==> config.mk <==
export PLATFORM = sky130hd
export DESIGN_NAME = tftp_server_session_step_flat
export DESIGN_NICKNAME = d
export VERILOG_FILES = /design/src/rtl/tftpss_pkg.sv /design/src/rtl/tftpss_if.sv /design/src/rtl/tftpss_core.sv /design/src/rtl/tftp_server_session_step.sv /design/src/flat_wrapper.sv
export SDC_FILE = /design/constraint.sdc
export NUM_CORES = 1
export LEC_CHECK = 0
export BUFFER_PORTS_ARGS = -buffer_cell sky130_fd_sc_hd__buf_2
export CORE_UTILIZATION = 30
export DETAILED_ROUTE_END_ITERATION = 8
export GPL_ROUTABILITY_DRIVEN = 0
export HOLD_SLACK_MARGIN = 0.12
export MAX_ROUTING_LAYER = met4
export PLACE_DENSITY_LB_ADDON = 0.08
export SYNTH_ARGS = -nofsm -noshare
export SYNTH_HDL_FRONTEND = slang
export SYNTH_SLANG_ARGS = --single-unit
export TNS_END_PERCENT = 100
==> constraint.sdc <==
create_clock -name clk -period 5.7 [get_ports clk]
set_input_delay 0.285 -clock clk [delete_from_list [all_inputs] [get_ports clk]]
set_output_delay 0.285 -clock clk [all_outputs]
set_load 0.005 [all_outputs]
==> src/rtl/tftpss_pkg.sv <==
package tftpss_pkg;

	// received packet opcodes
	localparam logic [15:0] OP_RRQ   = 16'd1;
	localparam logic [15:0] OP_WRQ   = 16'd2;
	localparam logic [15:0] OP_DATA  = 16'd3;
	localparam logic [15:0] OP_ACK   = 16'd4;
	localparam logic [15:0] OP_ERROR = 16'd5;

	// reply packet opcodes
	localparam logic [2:0] RP_NONE  = 3'd0;
	localparam logic [2:0] RP_DATA  = 3'd3;
	localparam logic [2:0] RP_ACK   = 3'd4;
	localparam logic [2:0] RP_ERROR = 3'd5;

	localparam logic [10:0] MIN_REQUEST_BYTES = 11'd6;
	localparam int HDR_BYTES = 4;

	// error message indexes
	localparam logic [3:0] MSG_OPCODE    = 4'd0;
	localparam logic [3:0] MSG_BUSY      = 4'd1;
	localparam logic [3:0] MSG_SHORT     = 4'd2;
	localparam logic [3:0] MSG_MODE      = 4'd3;
	localparam logic [3:0] MSG_TRAVERSAL = 4'd4;
	localparam logic [3:0] MSG_STAT      = 4'd5;
	localparam logic [3:0] MSG_PERMS     = 4'd6;
	localparam logic [3:0] MSG_ORDER     = 4'd7;
	localparam logic [3:0] MSG_SIZE      = 4'd8;

	typedef enum logic [1:0] {
		ST_IDLE  = 2'd0,
		ST_READ  = 2'd1,
		ST_WRITE = 2'd2
	} status_t;

	typedef enum logic [1:0] {
		ACT_NONE       = 2'd0,
		ACT_SEND       = 2'd1,
		ACT_SEND_RESET = 2'd2,
		ACT_RESET      = 2'd3
	} action_t;

	typedef struct packed {
		logic        timed_out;
		logic [15:0] opcode_word;
		logic [15:0] second_word;
		logic [10:0] packet_length;
		logic        mode_octet;
		logic        name_safe;
		logic        file_present;
		logic        file_readable;
		logic [9:0]  file_bytes;
	} pkt_t;

	typedef struct packed {
		logic [1:0]  action;
		logic [2:0]  reply_opcode;
		logic [15:0] reply_word;
		logic [9:0]  reply_length;
		logic [3:0]  message_id;
		logic        store_payload;
	} rsp_t;

	// header of the last packet prepared
	typedef struct packed {
		logic [2:0]  opcode;
		logic [15:0] word;
		logic [9:0]  length;
		logic [3:0]  message;
	} hdr_t;

	// error code carried in the error packet
	function automatic logic [15:0] msg_code(input logic [3:0] id);
		logic [15:0] c;
		case (id)
			MSG_BUSY:      c = 16'd5;
			MSG_TRAVERSAL: c = 16'd2;
			MSG_STAT:      c = 16'd2;
			MSG_PERMS:     c = 16'd2;
			MSG_ORDER:     c = 16'd4;
			default:       c = 16'd0;
		endcase
		return c;
	endfunction

	// message text length without terminator
	function automatic logic [9:0] msg_len(input logic [3:0] id);
		logic [9:0] n;
		case (id)
			MSG_OPCODE:    n = 10'd14;
			MSG_BUSY:      n = 10'd27;
			MSG_SHORT:     n = 10'd17;
			MSG_TRAVERSAL: n = 10'd15;
			MSG_STAT:      n = 10'd19;
			default:       n = 10'd20;
		endcase
		return n;
	endfunction

	function automatic hdr_t make_error(input logic [3:0] id);
		hdr_t h;
		h.opcode  = RP_ERROR;
		h.word    = msg_code(id);
		h.length  = msg_len(id) + 10'd5;
		h.message = id;
		return h;
	endfunction

endpackage

==> src/rtl/tftpss_if.sv <==
interface tftpss_pkt_if;
	logic               valid;
	logic               ready;
	tftpss_pkg::pkt_t   item;
	modport source(output valid, output item, input ready);
	modport sink(input valid, input item, output ready);
endinterface

interface tftpss_rsp_if;
	logic               valid;
	logic               ready;
	tftpss_pkg::rsp_t   item;
	modport source(output valid, output item, input ready);
	modport sink(input valid, input item, output ready);
endinterface

==> src/rtl/tftpss_core.sv <==
module tftpss_core #(
	parameter int BLOCK_BYTES = 512,
	parameter int RECV_BYTES = 1024
) (
	input  logic              clk,
	input  logic              arst_n,
	input  logic              advance,
	input  tftpss_pkg::pkt_t  item,
	output tftpss_pkg::rsp_t  result
);
	localparam int SUM_W = $clog2(RECV_BYTES + BLOCK_BYTES + 8);
	localparam int CW = (SUM_W > 11) ? SUM_W : 11;

	tftpss_pkg::status_t status_q, nxt_status;
	logic [15:0]         block_q, nxt_block;
	tftpss_pkg::hdr_t    last_q, nxt_last;
	tftpss_pkg::action_t act;
	logic                store;
	logic [CW-1:0]       len_w, fb_w;

	always_ff @(posedge clk or negedge arst_n) begin
		if (!arst_n) begin
			status_q <= tftpss_pkg::ST_IDLE;
			block_q  <= '0;
			last_q   <= '0;
		end else if (advance) begin
			status_q <= nxt_status;
			block_q  <= nxt_block;
			last_q   <= nxt_last;
		end
	end

	always_comb begin
		// saturate the counts
		len_w = (CW'(item.packet_length) > CW'(RECV_BYTES)) ? CW'(RECV_BYTES)
			: CW'(item.packet_length);
		fb_w = (CW'(item.file_bytes) > CW'(BLOCK_BYTES)) ? CW'(BLOCK_BYTES)
			: CW'(item.file_bytes);

		nxt_status = status_q;
		nxt_block  = block_q;
		nxt_last   = last_q;
		act        = tftpss_pkg::ACT_NONE;
		store      = 1'b0;

		if (item.timed_out) begin
			act = (status_q != tftpss_pkg::ST_IDLE) ? tftpss_pkg::ACT_SEND
				: tftpss_pkg::ACT_NONE;
		end else if (item.opcode_word < tftpss_pkg::OP_RRQ
				|| item.opcode_word > tftpss_pkg::OP_ERROR) begin
			nxt_last = tftpss_pkg::make_error(tftpss_pkg::MSG_OPCODE);
			act      = tftpss_pkg::ACT_SEND_RESET;
		end else if (item.opcode_word == tftpss_pkg::OP_RRQ
				|| item.opcode_word == tftpss_pkg::OP_WRQ) begin
			act = tftpss_pkg::ACT_SEND_RESET;
			if (status_q != tftpss_pkg::ST_IDLE) begin
				nxt_last = tftpss_pkg::make_error(tftpss_pkg::MSG_BUSY);
				act      = tftpss_pkg::ACT_SEND;
			end else if (len_w < CW'(tftpss_pkg::MIN_REQUEST_BYTES)) begin
				nxt_last = tftpss_pkg::make_error(tftpss_pkg::MSG_SHORT);
			end else if (!item.mode_octet) begin
				nxt_last = tftpss_pkg::make_error(tftpss_pkg::MSG_MODE);
			end else if (!item.name_safe) begin
				nxt_last = tftpss_pkg::make_error(tftpss_pkg::MSG_TRAVERSAL);
			end else if (item.opcode_word == tftpss_pkg::OP_RRQ && !item.file_present) begin
				nxt_last = tftpss_pkg::make_error(tftpss_pkg::MSG_STAT);
			end else if (item.opcode_word == tftpss_pkg::OP_RRQ && !item.file_readable) begin
				nxt_last = tftpss_pkg::make_error(tftpss_pkg::MSG_PERMS);
			end else if (item.opcode_word == tftpss_pkg::OP_RRQ) begin
				// read session opens with data block one
				nxt_status      = tftpss_pkg::ST_READ;
				nxt_block       = 16'd1;
				nxt_last.opcode  = tftpss_pkg::RP_DATA;
				nxt_last.word    = 16'd1;
				nxt_last.length  = 10'(CW'(tftpss_pkg::HDR_BYTES) + fb_w);
				nxt_last.message = '0;
				act = (fb_w < CW'(BLOCK_BYTES)) ? tftpss_pkg::ACT_SEND_RESET
					: tftpss_pkg::ACT_SEND;
			end else begin
				nxt_status      = tftpss_pkg::ST_WRITE;
				nxt_block       = 16'd0;
				nxt_last.opcode  = tftpss_pkg::RP_ACK;
				nxt_last.word    = 16'd0;
				nxt_last.length  = 10'(tftpss_pkg::HDR_BYTES);
				nxt_last.message = '0;
				act = tftpss_pkg::ACT_SEND;
			end
		end else if (item.opcode_word == tftpss_pkg::OP_DATA) begin
			if (status_q != tftpss_pkg::ST_WRITE) begin
				nxt_last = tftpss_pkg::make_error(tftpss_pkg::MSG_ORDER);
				act      = tftpss_pkg::ACT_SEND_RESET;
			end else if (len_w > CW'(tftpss_pkg::HDR_BYTES + BLOCK_BYTES)
					|| len_w < CW'(tftpss_pkg::HDR_BYTES)) begin
				nxt_last = tftpss_pkg::make_error(tftpss_pkg::MSG_SIZE);
				act      = tftpss_pkg::ACT_SEND_RESET;
			end else if (item.second_word <= block_q) begin
				act = tftpss_pkg::ACT_NONE;
			end else begin
				store            = 1'b1;
				nxt_block        = block_q + 16'd1;
				nxt_last.opcode  = tftpss_pkg::RP_ACK;
				nxt_last.word    = block_q + 16'd1;
				nxt_last.length  = 10'(tftpss_pkg::HDR_BYTES);
				nxt_last.message = '0;
				act = (len_w < CW'(tftpss_pkg::HDR_BYTES + BLOCK_BYTES))
					? tftpss_pkg::ACT_SEND_RESET : tftpss_pkg::ACT_SEND;
			end
		end else if (item.opcode_word == tftpss_pkg::OP_ACK) begin
			if (status_q == tftpss_pkg::ST_READ && item.second_word == block_q) begin
				nxt_block        = block_q + 16'd1;
				nxt_last.opcode  = tftpss_pkg::RP_DATA;
				nxt_last.word    = block_q + 16'd1;
				nxt_last.length  = 10'(CW'(tftpss_pkg::HDR_BYTES) + fb_w);
				nxt_last.message = '0;
				act = (fb_w < CW'(BLOCK_BYTES)) ? tftpss_pkg::ACT_SEND_RESET
					: tftpss_pkg::ACT_SEND;
			end
		end else begin
			act = tftpss_pkg::ACT_RESET;
		end

		// session ends on a reset action, after the reply if one is sent
		if (act == tftpss_pkg::ACT_SEND_RESET || act == tftpss_pkg::ACT_RESET) begin
			nxt_status = tftpss_pkg::ST_IDLE;
			nxt_block  = '0;
		end

		result.action        = act;
		result.store_payload = store;
		if (act == tftpss_pkg::ACT_SEND || act == tftpss_pkg::ACT_SEND_RESET) begin
			result.reply_opcode = nxt_last.opcode;
			result.reply_word   = nxt_last.word;
			result.reply_length = nxt_last.length;
			result.message_id   = nxt_last.message;
		end else begin
			result.reply_opcode = tftpss_pkg::RP_NONE;
			result.reply_word   = '0;
			result.reply_length = '0;
			result.message_id   = '0;
		end
	end
endmodule

==> src/rtl/tftp_server_session_step.sv <==
// channel | dir | transaction contents
// pkt     | in  | one received-packet event (timeout flag, opcode, word, length, check flags)
// rsp     | out | one reply decision (action, reply header, message index, store flag)
//
// one event accepted every cycle unless a stalled rsp fills both stages; each event passes
// the input stage, the core and the result stage; the core's session state loop sets that rate
// reset clears the session to idle, block number zero and the saved header to zero
// a stalled rsp holds its reply; pkt keeps flowing until the input stage also fills
module tftp_server_session_step #(
	parameter int BLOCK_BYTES = 512,
	parameter int RECV_BYTES = 1024
) (
	input  logic clk,
	input  logic arst_n,
	tftpss_pkt_if.sink   pkt,
	tftpss_rsp_if.source rsp
);
	// input stage
	logic             valid_s1;
	tftpss_pkg::pkt_t pkt_s1;
	// result stage
	logic             valid_s2;
	tftpss_pkg::rsp_t rsp_s2;

	tftpss_pkg::rsp_t result;
	logic             advance;

	// the input stage moves on when the result stage is free or being drained
	assign advance   = valid_s1 && (!valid_s2 || rsp.ready);
	assign pkt.ready = !valid_s1 || advance;

	always_ff @(posedge clk or negedge arst_n) begin
		if (!arst_n) begin
			valid_s1 <= 1'b0;
		end else if (pkt.ready) begin
			valid_s1 <= pkt.valid;
		end
	end

	// payload needs no reset
	always_ff @(posedge clk) begin
		if (pkt.valid && pkt.ready) begin
			pkt_s1 <= pkt.item;
		end
	end

	// decision logic plus session state, updated once per event
	tftpss_core #(
		.BLOCK_BYTES(BLOCK_BYTES),
		.RECV_BYTES(RECV_BYTES)
	) u_core (
		.clk(clk),
		.arst_n(arst_n),
		.advance(advance),
		.item(pkt_s1),
		.result(result)
	);

	always_ff @(posedge clk or negedge arst_n) begin
		if (!arst_n) begin
			valid_s2 <= 1'b0;
		end else if (advance) begin
			valid_s2 <= 1'b1;
		end else if (rsp.ready) begin
			valid_s2 <= 1'b0;
		end
	end

	always_ff @(posedge clk) begin
		if (advance) begin
			rsp_s2 <= result;
		end
	end

	assign rsp.valid = valid_s2;
	assign rsp.item  = rsp_s2;
endmodule

==> src/flat_wrapper.sv <==
// flat-port wrapper written by rule: the top's interface ports become plain ports
module tftp_server_session_step_flat 
#(
	parameter int BLOCK_BYTES = 512,
	parameter int RECV_BYTES = 1024
)
  (clk, arst_n, pkt_valid, pkt_item, pkt_ready, rsp_valid, rsp_item, rsp_ready);
  tftpss_pkt_if pkt_i ();
  tftpss_rsp_if rsp_i ();
  input  logic clk;
  input  logic arst_n;
  input wire logic [$bits(pkt_i.valid)-1:0] pkt_valid;
  input wire logic [$bits(pkt_i.item)-1:0] pkt_item;
  output wire logic [$bits(pkt_i.ready)-1:0] pkt_ready;
  output wire logic [$bits(rsp_i.valid)-1:0] rsp_valid;
  output wire logic [$bits(rsp_i.item)-1:0] rsp_item;
  input wire logic [$bits(rsp_i.ready)-1:0] rsp_ready;
  assign pkt_i.valid = pkt_valid;
  assign pkt_i.item = pkt_item;
  assign pkt_ready = pkt_i.ready;
  assign rsp_valid = rsp_i.valid;
  assign rsp_item = rsp_i.item;
  assign rsp_i.ready = rsp_ready;
  tftp_server_session_step #(.BLOCK_BYTES(BLOCK_BYTES), .RECV_BYTES(RECV_BYTES)) u_core (.clk(clk), .arst_n(arst_n), .pkt(pkt_i), .rsp(rsp_i));
endmodule
==> results of run 1 <==
stage by stage:
step | setup slack (ns) | instance area (um2)
final | 1.138 | 9861
after global routing | 0.7188 | 9861
after CTS | 1.161 | 9861
after detailed placement | 1.180 | 8645
after global placement | 1.285 | 8645
after floorplan | 1.429 | 7799
cell families after synthesis:
logic type / after synthesis / share of synthesized area (%)
AO/OA/AOI/OAI: 224 / 20.94
buffers and inverters: 58 / 3.128
adder cells (fa/ha/maj): 20 / 3.209
flip-flops: 147 / 53.20
AND/OR/NAND/NOR: 254 / 17.36
multiplexers: 1 / 0.1444
XOR/XNOR: 18 / 2.021
sequential cells by signal (all words and copies together), names as in the netlist:
| name | cells |
|---|---|
| u_core.pkt_s1 | 58 |
| u_core.valid_s1 | 1 |
| u_core.rsp.item | 36 |
| u_core.rsp.valid | 1 |
| u_core.u_core.status_q | 2 |
| u_core.u_core.last_q | 33 |
| u_core.u_core.block_q | 16 |
where the power goes:
part / switching (mW) / total [mW] / internal [mW]
Combinational: 0.128 / 0.217 / 0.0889
Sequential: 0.0301 / 1.22 / 1.19
Clock: 0.479 / 1.19 / 0.706
worst max path at each step:
stage          slack [ns]                                  start  cells after the start                                    end
2_1_floorplan        1.43   u_core.u_core.block_q[3]$_DFFE_PN0P_                     19  u_core.u_core.block_q[12]$_DFFE_PN0P_
3_3_place_gp         1.29  u_core.u_core.block_q[11]$_DFFE_PN0P_                     16  u_core.u_core.block_q[11]$_DFFE_PN0P_
3_5_place_dp         1.18  u_core.u_core.block_q[11]$_DFFE_PN0P_                     16   u_core.u_core.block_q[7]$_DFFE_PN0P_
4_1_cts              1.16  u_core.u_core.block_q[11]$_DFFE_PN0P_                     16   u_core.u_core.block_q[7]$_DFFE_PN0P_
5_1_grt              0.72            u_core.pkt_s1[54]$_DFFE_PP_                     13   u_core.u_core.block_q[7]$_DFFE_PN0P_
6_report             1.14  u_core.u_core.block_q[11]$_DFFE_PN0P_                     16  u_core.u_core.block_q[11]$_DFFE_PN0P_
metal layers:
layer | vias up | global-route usage [%]
met2 | 236 | 28.89
met1 | 3233 | 26.54
li1 | 3123 | -
met3 | 39 | 3.911
met5 | - | -
met4 | 0 | 6.415
critical path: cells and delay by family, from the launching register on:
kind                       cells  cell delay, ns
buffers and inverters          2            0.29
and+or+nand+nor                6            1.24
adders and majority gates      2            0.58
DFF                            1            0.45
AOI/OAI and AO/OA              6            1.84
synthesized netlist by cell type, types with 16 or more instances:
| library cell | n | area, um2 |
|---|---|---|
| sky130_fd_sc_hd__inv_1 | 27 | 101.4 |
| sky130_fd_sc_hd__ha_1 | 20 | 250.2 |
| sky130_fd_sc_hd__a21oi_1 | 47 | 235.2 |
| sky130_fd_sc_hd__xnor2_1 | 16 | 140.1 |
| sky130_fd_sc_hd__clkbuf_1 | 22 | 82.58 |
| sky130_fd_sc_hd__nand2_1 | 69 | 259.0 |
| sky130_fd_sc_hd__dfrtp_1 | 53 | 1326 |
| sky130_fd_sc_hd__edfxtp_1 | 94 | 2823 |
| sky130_fd_sc_hd__o2bb2ai_1 | 23 | 201.4 |
| sky130_fd_sc_hd__o21ai_0 | 30 | 150.1 |
| sky130_fd_sc_hd__nor2_1 | 46 | 172.7 |
| sky130_fd_sc_hd__nand3_1 | 32 | 160.2 |
layout make-up:
type,count,area [um2]
Sequential cell,147,4149
Multi-Input combinational cell,517,3407
Clock buffer,18,439.2
Clock inverter,14,176.4
Inverter,28,105.1
Tap cell,330,412.9
Fill cell,2439,15470
Timing Repair Buffer,169,1171
cells in the final DEF (no fill, tap or decap), types with 7 or more instances in the layout:
master | synthesis | final
sky130_fd_sc_hd__nand4_1 | 11 | 11
sky130_fd_sc_hd__o21ai_0 | 30 | 30
sky130_fd_sc_hd__a211oi_1 | 7 | 7
sky130_fd_sc_hd__inv_1 | 27 | 27
sky130_fd_sc_hd__dlygate4sd3_1 | 0 | 60
sky130_fd_sc_hd__nor2_1 | 46 | 46
sky130_fd_sc_hd__xnor2_1 | 16 | 16
sky130_fd_sc_hd__nand3_1 | 32 | 32
sky130_fd_sc_hd__or2_2 | 8 | 8
sky130_fd_sc_hd__o22ai_1 | 7 | 7
sky130_fd_sc_hd__nor2b_1 | 7 | 7
sky130_fd_sc_hd__a31oi_1 | 11 | 11
sky130_fd_sc_hd__o22ai_2 | 8 | 8
sky130_fd_sc_hd__a21oi_1 | 47 | 47
sky130_fd_sc_hd__nor4_1 | 9 | 9
sky130_fd_sc_hd__nand2_1 | 69 | 69
sky130_fd_sc_hd__buf_4 | 2 | 10
sky130_fd_sc_hd__nor3_1 | 15 | 15
sky130_fd_sc_hd__nand2b_1 | 10 | 10
sky130_fd_sc_hd__o2bb2ai_1 | 23 | 23
sky130_fd_sc_hd__buf_2 | 3 | 99
sky130_fd_sc_hd__o31ai_1 | 12 | 12
sky130_fd_sc_hd__edfxtp_1 | 94 | 94
sky130_fd_sc_hd__clkbuf_16 | 0 | 17
sky130_fd_sc_hd__dfrtp_1 | 53 | 53
sky130_fd_sc_hd__ha_1 | 20 | 20
sky130_fd_sc_hd__o21ai_1 | 8 | 8
==> summary by stage, run 1 <==
Status
The run finished with clean final reports.

Route
The residual antenna-violating net count after detailed routing is 0. The detailed-routing wirelength on met1 is 11590 um. In the routed layout, each cell is associated on average with a via count of 5.422. The detailed router used layers up to and including met4. The via total after detailed routing is 6631. The detailed-route wire length is 24080 um. The first detailed-routing pass ran for 5 iterations. In the detailed route, the total length drawn on met3 is 1399 um.

After the first detailed-routing iteration, the DRC count stood at 535. The sum of met2 wire segment lengths after detailed routing is 10540 um. The mean routed wirelength per cell is 19.69 um.

After detailed routing, the number of remaining DRC violations is 0.

CTS
The number of clock buffers added by TritonCTS is 17. Counting along the longest clock path gives a buffer depth of 2. The number of hold buffers added after CTS is 60. The H-tree was split into 4 levels. The later pin in the worst-skew pair is clocked with a latency of 0.43 ns.

The number of gates resized after CTS is 0. The CTS tree is yes. The tree is rooted in a sky130_fd_sc_hd__clkbuf_16. The sink count of the clock tree is 147. The clock-pin slew reported for the worst setup and hold paths after clock tree synthesis is 0.06 ns.

The post-CTS repair timing setup buffer count is 0.

GRT
The maximum number of pins on one net before global-route repair is 59. The total congestion overflow is 0. The number of antenna violations at the first check in global routing is 0. Global routing used 19.51% of the available tracks across all layers. The first global-routing pass estimated 37760 um of wire. The number of global-route vias before repair was 6581.

Setup path
Measured in cells, the most critical reg-to-reg path has a length of 16. The peak fanout along the critical path is 14. The slowest cell on the critical path is sky130_fd_sc_hd__a2111oi_1. The highest cell delay on the worst timing path is 0.61 ns. The startpoint identified for the worst register-to-register timing path is u_core.u_core.block_q[11]$_DFFE_PN0P_.

The most used cell along the critical path is sky130_fd_sc_hd__a31oi_1. The required arrival time at the worst endpoint is 5.98 ns. For flop-to-flop paths, the worst setup slack is 1.14 ns. The worst flop-to-flop path endpoint is u_core.u_core.block_q[11]$_DFFE_PN0P_. The element type at the critical path end is a flop. Traced cell by cell, the critical path runs through inv_1, ha_1, nand4_1, a2111oi_1, nor4_2, buf_4, nor2_1, nand3_1, a31oi_1, ha_1, nor2_1, a31oi_1, o2111a_1, o2111ai_1, nand2_1, a31oi_1. The startpoint type of the worst setup path is a flop. The data arrival time at the worst-slack endpoint is 4.84 ns. By startpoint and endpoint, the worst setup path is classified as flop to flop.

Min path
The start point of the worst hold path is rsp_ready. For hold timing, the worst endpoint is u_core.rsp.valid$_DFFE_PN0P_. The classification of the worst-slack hold path is input pin to flop. Along the worst hold path, the cell count comes to 3.

Floorplanning
The die area is 0.02664 mm2. After floorplanning, the core was sized to cover 0.02533 mm2. The floorplan has 58 rows. The initial cell density of the core is 30.79%. The vertical die dimension is 163.2 um. During I/O placement, the number of pins put on the boundary was 100.

Measured along the x axis, the die boundary spans 163.2 um.

Logic synthesis
For this run, the number of Yosys warnings is 0. The number of synthesized flops with an enable pin is 94. The synthesized netlist net count is 804. A synthesized cell averages 10.80 um2.

Counting flops and latches in the post-synthesis netlist gives 147. In the synthesized netlist the async set-or-reset flop fraction comes to 36.05%. The mapped cell area is 0.007799 mm2.

The sequential-to-total area share from yosys stat is 53.20%. The count of cell types in the netlist is 84. In the synthesized netlist the dominant register cell turns out to be sky130_fd_sc_hd__edfxtp_1. The post-synthesis cell count is 722.

Timing
The shortest period the worst path allows is 4.562 ns. Headroom to the max-slew limit came out at 28.67%. Setup violations remaining at the end of the flow were counted as 0. The final count of pins violating max slew is 0. Setup repair after global routing left no endpoint under its margin. At the pin with the least slew margin, the transition time is 1.070 ns. Dividing the final minimum period by the clock period gives 80.04%. The top achievable clock speed is 0.2192 GHz. The total count of hold-check failures in the final report came to 0. The sum of negative setup slack is 0 ns. The largest clock skew in the final design is 0.007276 ns. The tightest hold path in the finished design has a slack of 0.1540 ns.

Finish
The number of diodes added for antenna fixing is 0. The synthesis-to-layout area growth is 26.44%. At the end of the flow, the number of nets in the layout was 962. The post-route netlist has 20.16% of its cells at a drive strength greater than 1. Once layout is complete, the cells apart from fillers number 1223. Cells fill 38.93% of the core in the end.

Placed design
The count of buffers inserted at the top-level ports is 99. The HPWL after detailed placement is 17680 um. Counting tap cells, the placed design contains a total of 1131 instances.

Run
Across the run, the number of max-cap violations was 0.

Power
After layout, the design draws a total of 2.624 mW. The power density over cell area is 266.1 mW/mm2. VDD sags by at most 0.0001694 V. The static leakage is 3.605 nW.
No activity file was read; power rests on OpenSTA's default activity.
==> run 2: changes to the inputs <==
clock period = 3.9 ns   (was 5.7 ns; I/O delays follow)
==> run 2 against run 1 <==
Compared with the run above:
- critical path depth fell by 1
- first-iteration DRC count rose by 2.1%
- sequential share of layout area is 1.9 points lower
- highest routed layer unchanged
==> summary by stage, run 2 (synthesis results as in run 1) <==
Status
The run finished with clean final reports.

Route
The number of DRC violations after detailed-routing iteration 0 is 546 (+2.1%). The mean routed wirelength per cell came to 19.32 um (-1.9%). The DRC violation count after routing is 0 (unchanged). The detailed-route wire length is 24610 um (+2.2%). The per-cell via count in the routed design is 5.289 (-2.5%).

The via total after detailed routing came to 6738 (+1.6%). The residual antenna-violating net count after detailed routing is 0 (unchanged). The count of TritonRoute iterations in the first routing pass is 5 (unchanged).

GRT
The maximum number of pins on one net before global-route repair was 56 (-5.1%). The number of antenna violations at the first check in global routing was 0 (unchanged). The number of global-route vias before repair was 6594 (+0.20%). The overall track demand over capacity in global routing is 19.57% (+0.059 points). The wire length of the first global-routing pass is 37950 um (+0.50%). The total congestion overflow is 0 (unchanged).

CTS
The clock tree root buffer cell is sky130_fd_sc_hd__clkbuf_16. The buffer depth of the longest clock path is 2 (unchanged). The sink count of the clock tree was 147 (unchanged). The insertion delay to the later sink of the worst-skew pair is 0.43 ns (about the same). TritonCTS built the clock tree.

The TritonCTS buffer count is 17 (unchanged). The clock-pin slew reported for the worst setup and hold paths after clock tree synthesis was 0.07 ns (about the same). The H-tree level count is 4 (unchanged).

Floorplanning
The vertical die dimension came to 163.2 um (unchanged). The number of top-level pins is 100 (unchanged). The core area is 0.02533 mm2 (unchanged). The die area is 0.02664 mm2 (unchanged). The initial cell density of the core came to 30.79% (unchanged). The total number of placement rows is 58 (unchanged). The die extent in x came to 163.2 um (unchanged).

Power
The worst ir drop on vdd is 0.0002461 V (+45%). The static leakage is 3.852 nW (+6.9%). The power density over cell area is 362.3 mW/mm2 (+36%).

Setup path
The required arrival time at the worst endpoint is 4.25 ns (-1.73 ns). The combined buffer and inverter count along the critical path is 1 (-1). The highest cell delay on the worst timing path came to 0.65 ns (+0.04 ns). The data arrival time at the worst-slack endpoint was 4.07 ns (-0.77 ns).

The startpoint type of the worst setup path is a flop. The worst setup path is captured at a flop. The peak fanout along the critical path is 8 (-6).

The worst setup path is of the flop to flop kind. The largest individual stage delay along the critical path comes from the cell sky130_fd_sc_hd__or4_4. On the critical path the largest part of the delay comes from simple AND/OR/NAND/NOR gates. The signal on the critical path passes through inv_1, ha_1, a21o_1, nand3_1, a211oi_2, or4_4, nand2_2, o21ai_1, a32o_2, ha_1, or2_4, a21oi_4, nand2_2, or4_4, o22ai_2.

Timing
The portion of the clock cycle consumed by the worst path in the final layout is 95.40% (+15 points). The final count of pins violating max slew is 0 (unchanged). The top achievable clock speed is 0.2688 GHz (+23%).

The shortest period the worst path allows was 3.720 ns (-0.8417 ns). The relative slew slack came to 24.92% (-3.7 points). The worst slack on hold paths is 0.3527 ns (+0.1987 ns). The setup slack after layout is 0.1796 ns (-0.9583 ns). The count of endpoints failing setup in the final report was 0 (unchanged). The largest clock skew in the final design came to 0.007904 ns (+0.0006279 ns). The slew at the pin closest to its max-slew limit is 1.114 ns (+0.04447 ns). The total count of hold-check failures in the final report is 0 (unchanged).

Placed design
The post-detailed-placement half-perimeter wirelength is 18030 um (+2.0%). The worst slack at placement is 0.02152 ns (-1.158 ns). The count of buffers inserted at the top-level ports is 99 (unchanged).

Finish
The most common cell after layout, fill and taps aside is sky130_fd_sc_hd__buf_2. The top cell types in the final layout, fill and taps aside, are sky130_fd_sc_hd__buf_2, sky130_fd_sc_hd__edfxtp_1, sky130_fd_sc_hd__nand2_1. The fraction of final layout cells with drive strength greater than 1 was 26.38% (+6.2 points). The largest registers in the layout are u_core.pkt_s1 x58, u_core.rsp.item x36, u_core.u_core.last_q x33. The final-layout fill cell count is 2465 (+1.1%). The number of diodes added for antenna fixing is 0 (unchanged).

The count of nets after finishing is 1013 (+5.3%). The synthesis-to-layout area growth is 32.31%. The register containing the most flip-flops in the final layout is u_core.pkt_s1. The flip-flop count of the largest register after layout is 58 (unchanged). The utilization after layout was 40.74% (+1.8 points).

Run
The number of violations of the max-capacitance limit is 0 (unchanged).

Min path
The classification of the worst-slack hold path is input pin to async pin.
==> run 2: worst paths after layout <==
path                                                       from  slack, ns                                    end  cells past startpoint
max                        u_core.u_core.block_q[5]$_DFFE_PN0P_       0.18  u_core.u_core.block_q[13]$_DFFE_PN0P_                     15
min                                                      arst_n       0.35   u_core.u_core.block_q[2]$_DFFE_PN0P_                      2
max reg2reg                u_core.u_core.block_q[5]$_DFFE_PN0P_       0.18  u_core.u_core.block_q[13]$_DFFE_PN0P_                     15
min reg2reg                u_core.u_core.last_q[17]$_DFFE_PN0P_       0.49   u_core.u_core.last_q[17]$_DFFE_PN0P_                      1
max in group asynchronous                                arst_n       2.67   u_core.u_core.last_q[19]$_DFFE_PN0P_                      3
min in group clk                                   pkt_item[56]       0.47            u_core.pkt_s1[56]$_DFFE_PP_                      2
==> run 2: stage by stage <==
step | total power, mW | instances | cell area [um2] | TNS (ns)
4_1_cts | 3.771 | 1267 | 10180 | 0
2_1_floorplan | 1.955 | 722 | 7828 | 0
6_report | 3.738 | 1274 | 10320 | 0
3_5_place_dp | 2.109 | 1173 | 8991 | 0
5_1_grt | 3.880 | 1274 | 10320 | -0.001898
3_3_place_gp | 2.100 | 1173 | 8991 | 0
==> run 2: area by class of cell <==
cell class	count	area [um2]	share of cell area [%]
clock buffer	18	450.4	4.365
sequential	147	4149	40.21
multi-input combinational	517	3512	34.04
timing repair buffer	220	1575	15.27
clock inverter	14	113.9	1.103
tap	330	412.9	4.001
inverter	28	105.1	1.019
==> run 2: timing repair <==
action	CTS	global route
endpoints found under the setup margin	2	31
pin swaps	1	9
hold buffers	62	0
hold endpoints to repair	85	0
buffers inserted	0	7
gates resized for setup	0	21
==> run 2: routing by layer <==
metal	GRT usage (%)	routed length, um
met1	26.31	11650
met5	-	0
met3	3.454	1339
met4	6.542	514
met2	29.64	11110
==> run 2: power by group <==
| part | leakage [nW] | internal [mW] | switching, mW | total, mW |
|---|---|---|---|---|
| Combinational | 1.96 | 0.152 | 0.202 | 0.354 |
| Sequential | 1.62 | 1.74 | 0.0375 | 1.78 |
| Clock | 0.274 | 0.869 | 0.738 | 1.61 |
==> run 3: changes to the inputs <==
CORE_UTILIZATION = 29   (was 30)
CTS_CLUSTER_DIAMETER = 40   (was unset)
RECOVER_POWER = 25   (was unset)
==> run 3 against run 2 <==
Compared with the run above:
- the flow now finishes with violations (DRC, capacitance limit, slew limit)
- count of clock-buffer cells in the layout unchanged
- total power increased by 2.6%
- sequential cell count is the same
- largest cell class unchanged
- largest power group unchanged
==> summary by stage, run 3 (synthesis results as in run 1) <==
Status
The run finished, with violations left. The checks that failed: DRC, capacitance limit, slew limit.

Setup path
The element type at the critical path end is a flop. The slowest cell on the critical path is sky130_fd_sc_hd__or4_4. The peak fanout along the critical path is 8 (unchanged).

The highest cell delay on the worst timing path is 0.60 ns (-0.05 ns). The data arrival time at the worst-slack endpoint came to 4.14 ns (+0.07 ns). The critical register-to-register path startpoint is u_core.u_core.block_q[1]$_DFFE_PN0P_.

The most critical setup path has its startpoint at u_core.u_core.block_q[1]$_DFFE_PN0P_. The required arrival time at the worst endpoint came to 4.25 ns (about the same). The signal on the critical path passes through inv_1, ha_1, nor2b_1, o211ai_1, a2111oi_4, or4_4, nand2_2, o21ai_0, a32o_2, ha_1, or2_4, a21oi_4, nand2_2, or4_4, o22ai_2. The kind of critical path is flop to flop.

The combined buffer and inverter count along the critical path is 1 (unchanged). The worst setup path is launched from a flop. The kind of cell with the highest combined delay along the critical path is simple AND/OR/NAND/NOR gates.

GRT
The wire length of the first global-routing pass is 38410 um (+1.2%). The number of global-route vias before repair is 6687 (+1.4%). The overall track demand over capacity in global routing is 18.73% (-0.84 points). The total congestion overflow is 0 (unchanged). The number of antenna violations at the first check in global routing came to 0 (unchanged). The maximum number of pins on one net before global-route repair was 47 (-16%).

Timing
The top achievable clock speed is 0.2636 GHz (-1.9%). The portion of the clock cycle consumed by the worst path in the final layout is 97.27% (+1.9 points). The final count of pins violating max slew is 24 (+24). The slew at the pin closest to its max-slew limit was 1.530 ns (+0.4154 ns). The worst slack on hold paths came to 0.4703 ns (+0.1176 ns). The count of endpoints failing setup in the final report came to 0 (unchanged). The largest clock skew in the final design is 0.008484 ns (+0.0005802 ns). The total count of hold-check failures in the final report was 0 (unchanged). The relative slew slack is -1.990% (-27 points). The shortest period the worst path allows was 3.793 ns (+0.07299 ns).

Run
The number of violations of the max-capacitance limit is 1 (+1).

Placed design
The number of cells after detailed placement came to 1187 (+1.2%). The post-detailed-placement half-perimeter wirelength is 18180 um (+0.84%). The instance area at placement is 0.009077 mm2 (+0.96%). The count of buffers inserted at the top-level ports is 99 (unchanged).

Finish
The final-layout fill cell count was 2508 (+1.7%). The fraction of final layout cells with drive strength greater than 1 is 25.92% (-0.46 points). The synthesis-to-layout area growth is 33.23%.

The post-layout instance area is 0.01039 mm2 (+0.69%). The count of nets after finishing came to 1018 (+0.49%). The register containing the most flip-flops in the final layout is u_core.pkt_s1. The flip-flop count of the largest register after layout is 58 (unchanged). The largest registers in the layout are u_core.pkt_s1 x58, u_core.rsp.item x36, u_core.u_core.last_q x33. The top cell types in the final layout, fill and taps aside, are sky130_fd_sc_hd__buf_2, sky130_fd_sc_hd__edfxtp_1, sky130_fd_sc_hd__nand2_1. The number of diodes added for antenna fixing is 0 (unchanged).

The filler-free cell count of the finished design is 1284 (+0.78%).

Route
The residual antenna-violating net count after detailed routing was 0 (unchanged). The DRC violation count after routing is 9 (+9). The number of DRC violations after detailed-routing iteration 0 is 564 (+3.3%). The mean routed wirelength per cell was 19.18 um (-0.74%). The via total after detailed routing is 6808 (+1.0%).

The detailed-route wire length is 24620 um (about the same). The count of TritonRoute iterations in the first routing pass is 7 (+2). The per-cell via count in the routed design is 5.302 (+0.25%).

CTS
The TritonCTS buffer count is 17 (unchanged). The buffer depth of the longest clock path is 2 (unchanged). The CTS tree is yes. The sink count of the clock tree was 147 (unchanged). The clock-pin slew reported for the worst setup and hold paths after clock tree synthesis is 0.07 ns (about the same).

The insertion delay to the later sink of the worst-skew pair is 0.43 ns (about the same). The H-tree level count is 4 (unchanged). The clock tree root buffer cell is sky130_fd_sc_hd__clkbuf_16.

Floorplanning
The initial cell density of the core is 29.76% (-1.0 points). The total number of placement rows was 59 (+1.7%). The die extent in x was 166.0 um (+1.7%).

The vertical die dimension was 166.0 um (+1.7%). The core area is 0.02621 mm2 (+3.5%). The die area is 0.02755 mm2 (+3.4%). The number of top-level pins is 100 (unchanged).

Power
The worst ir drop on vdd was 0.0002158 V (-12%). The static leakage is 3.890 nW (+0.97%). The power density over cell area came to 369.3 mW/mm2 (+1.9%). The overall power is 3.837 mW (+2.6%).

Min path
In this run the most critical hold path is launched from pkt_item[14]. The worst hold path belongs to the class input pin to flop.
[run 3: cell types whose count changed in the layout (fill, tap and decap cells not counted), sizes merged]
cell and change:
clkbuf +5, clkinv -1, bufinv +1
[run 3: stage by stage]
step | setup slack, ns | setup TNS (ns) | util (%)
floorplan | 0.005169 | 0 | -
global placement | 0.02019 | 0 | 34.64
detailed placement | 0.001075 | 0 | 34.64
CTS | 0.02402 | 0 | 39.35
global route | -0.02716 | -0.1223 | 39.65
finish | 0.1066 | 0 | 39.65
[run 3: final cells by class]
class	instances	area (um2)	share of cell area (%)
clock inverters	14	156.4	1.505
well taps	335	419.2	4.034
clock buffers	18	450.4	4.335
repair buffers	225	1619	15.58
multi-input cells	517	3491	33.60
flip-flops and latches	147	4149	39.93
inverters	28	105.1	1.012
[run 3: report_power, final]
part           switching, mW  internal (mW)  leakage (nW)  total (mW)
sequential            0.0380           1.74          1.62        1.78
clock                  0.750          0.951         0.294        1.70
combinational          0.203          0.155          1.98       0.358
[run 3: worst paths after layout]
kind                       slack (ns)                                     to  cells after the start
min in group asynchronous        0.68    u_core.u_core.last_q[1]$_DFFE_PN0P_                      2
hold / removal                   0.47            u_core.pkt_s1[14]$_DFFE_PP_                      2
setup reg to reg                 0.11  u_core.u_core.block_q[13]$_DFFE_PN0P_                     15
max in group asynchronous        2.03   u_core.u_core.block_q[2]$_DFFE_PN0P_                      3
hold reg to reg                  0.48           u_core.rsp.valid$_DFFE_PN0P_                      1
setup / recovery                 0.11  u_core.u_core.block_q[13]$_DFFE_PN0P_                     15
[run 3: timing repair]
action,in CTS,in global routing
hold endpoints to repair,82,0
setup endpoints to repair,7,22
setup buffers,0,3
hold buffers,62,0
pin swaps,0,4
resized for setup,1,13
[run 3: metal layers]
| metal | share of wire, % | global-route usage [%] | wire length [um] | up-vias |
|---|---|---|---|---|
| li1 | - | - | - | 3235 |
| met3 | 6.1 | 3.789 | 1494 | 27 |
| met4 | 2.1 | 5.933 | 520 | 0 |
| met2 | 44 | 27.96 | 10870 | 263 |
| met1 | 48 | 25.42 | 11740 | 3283 |
| met5 | 0 | - | 0 | - |
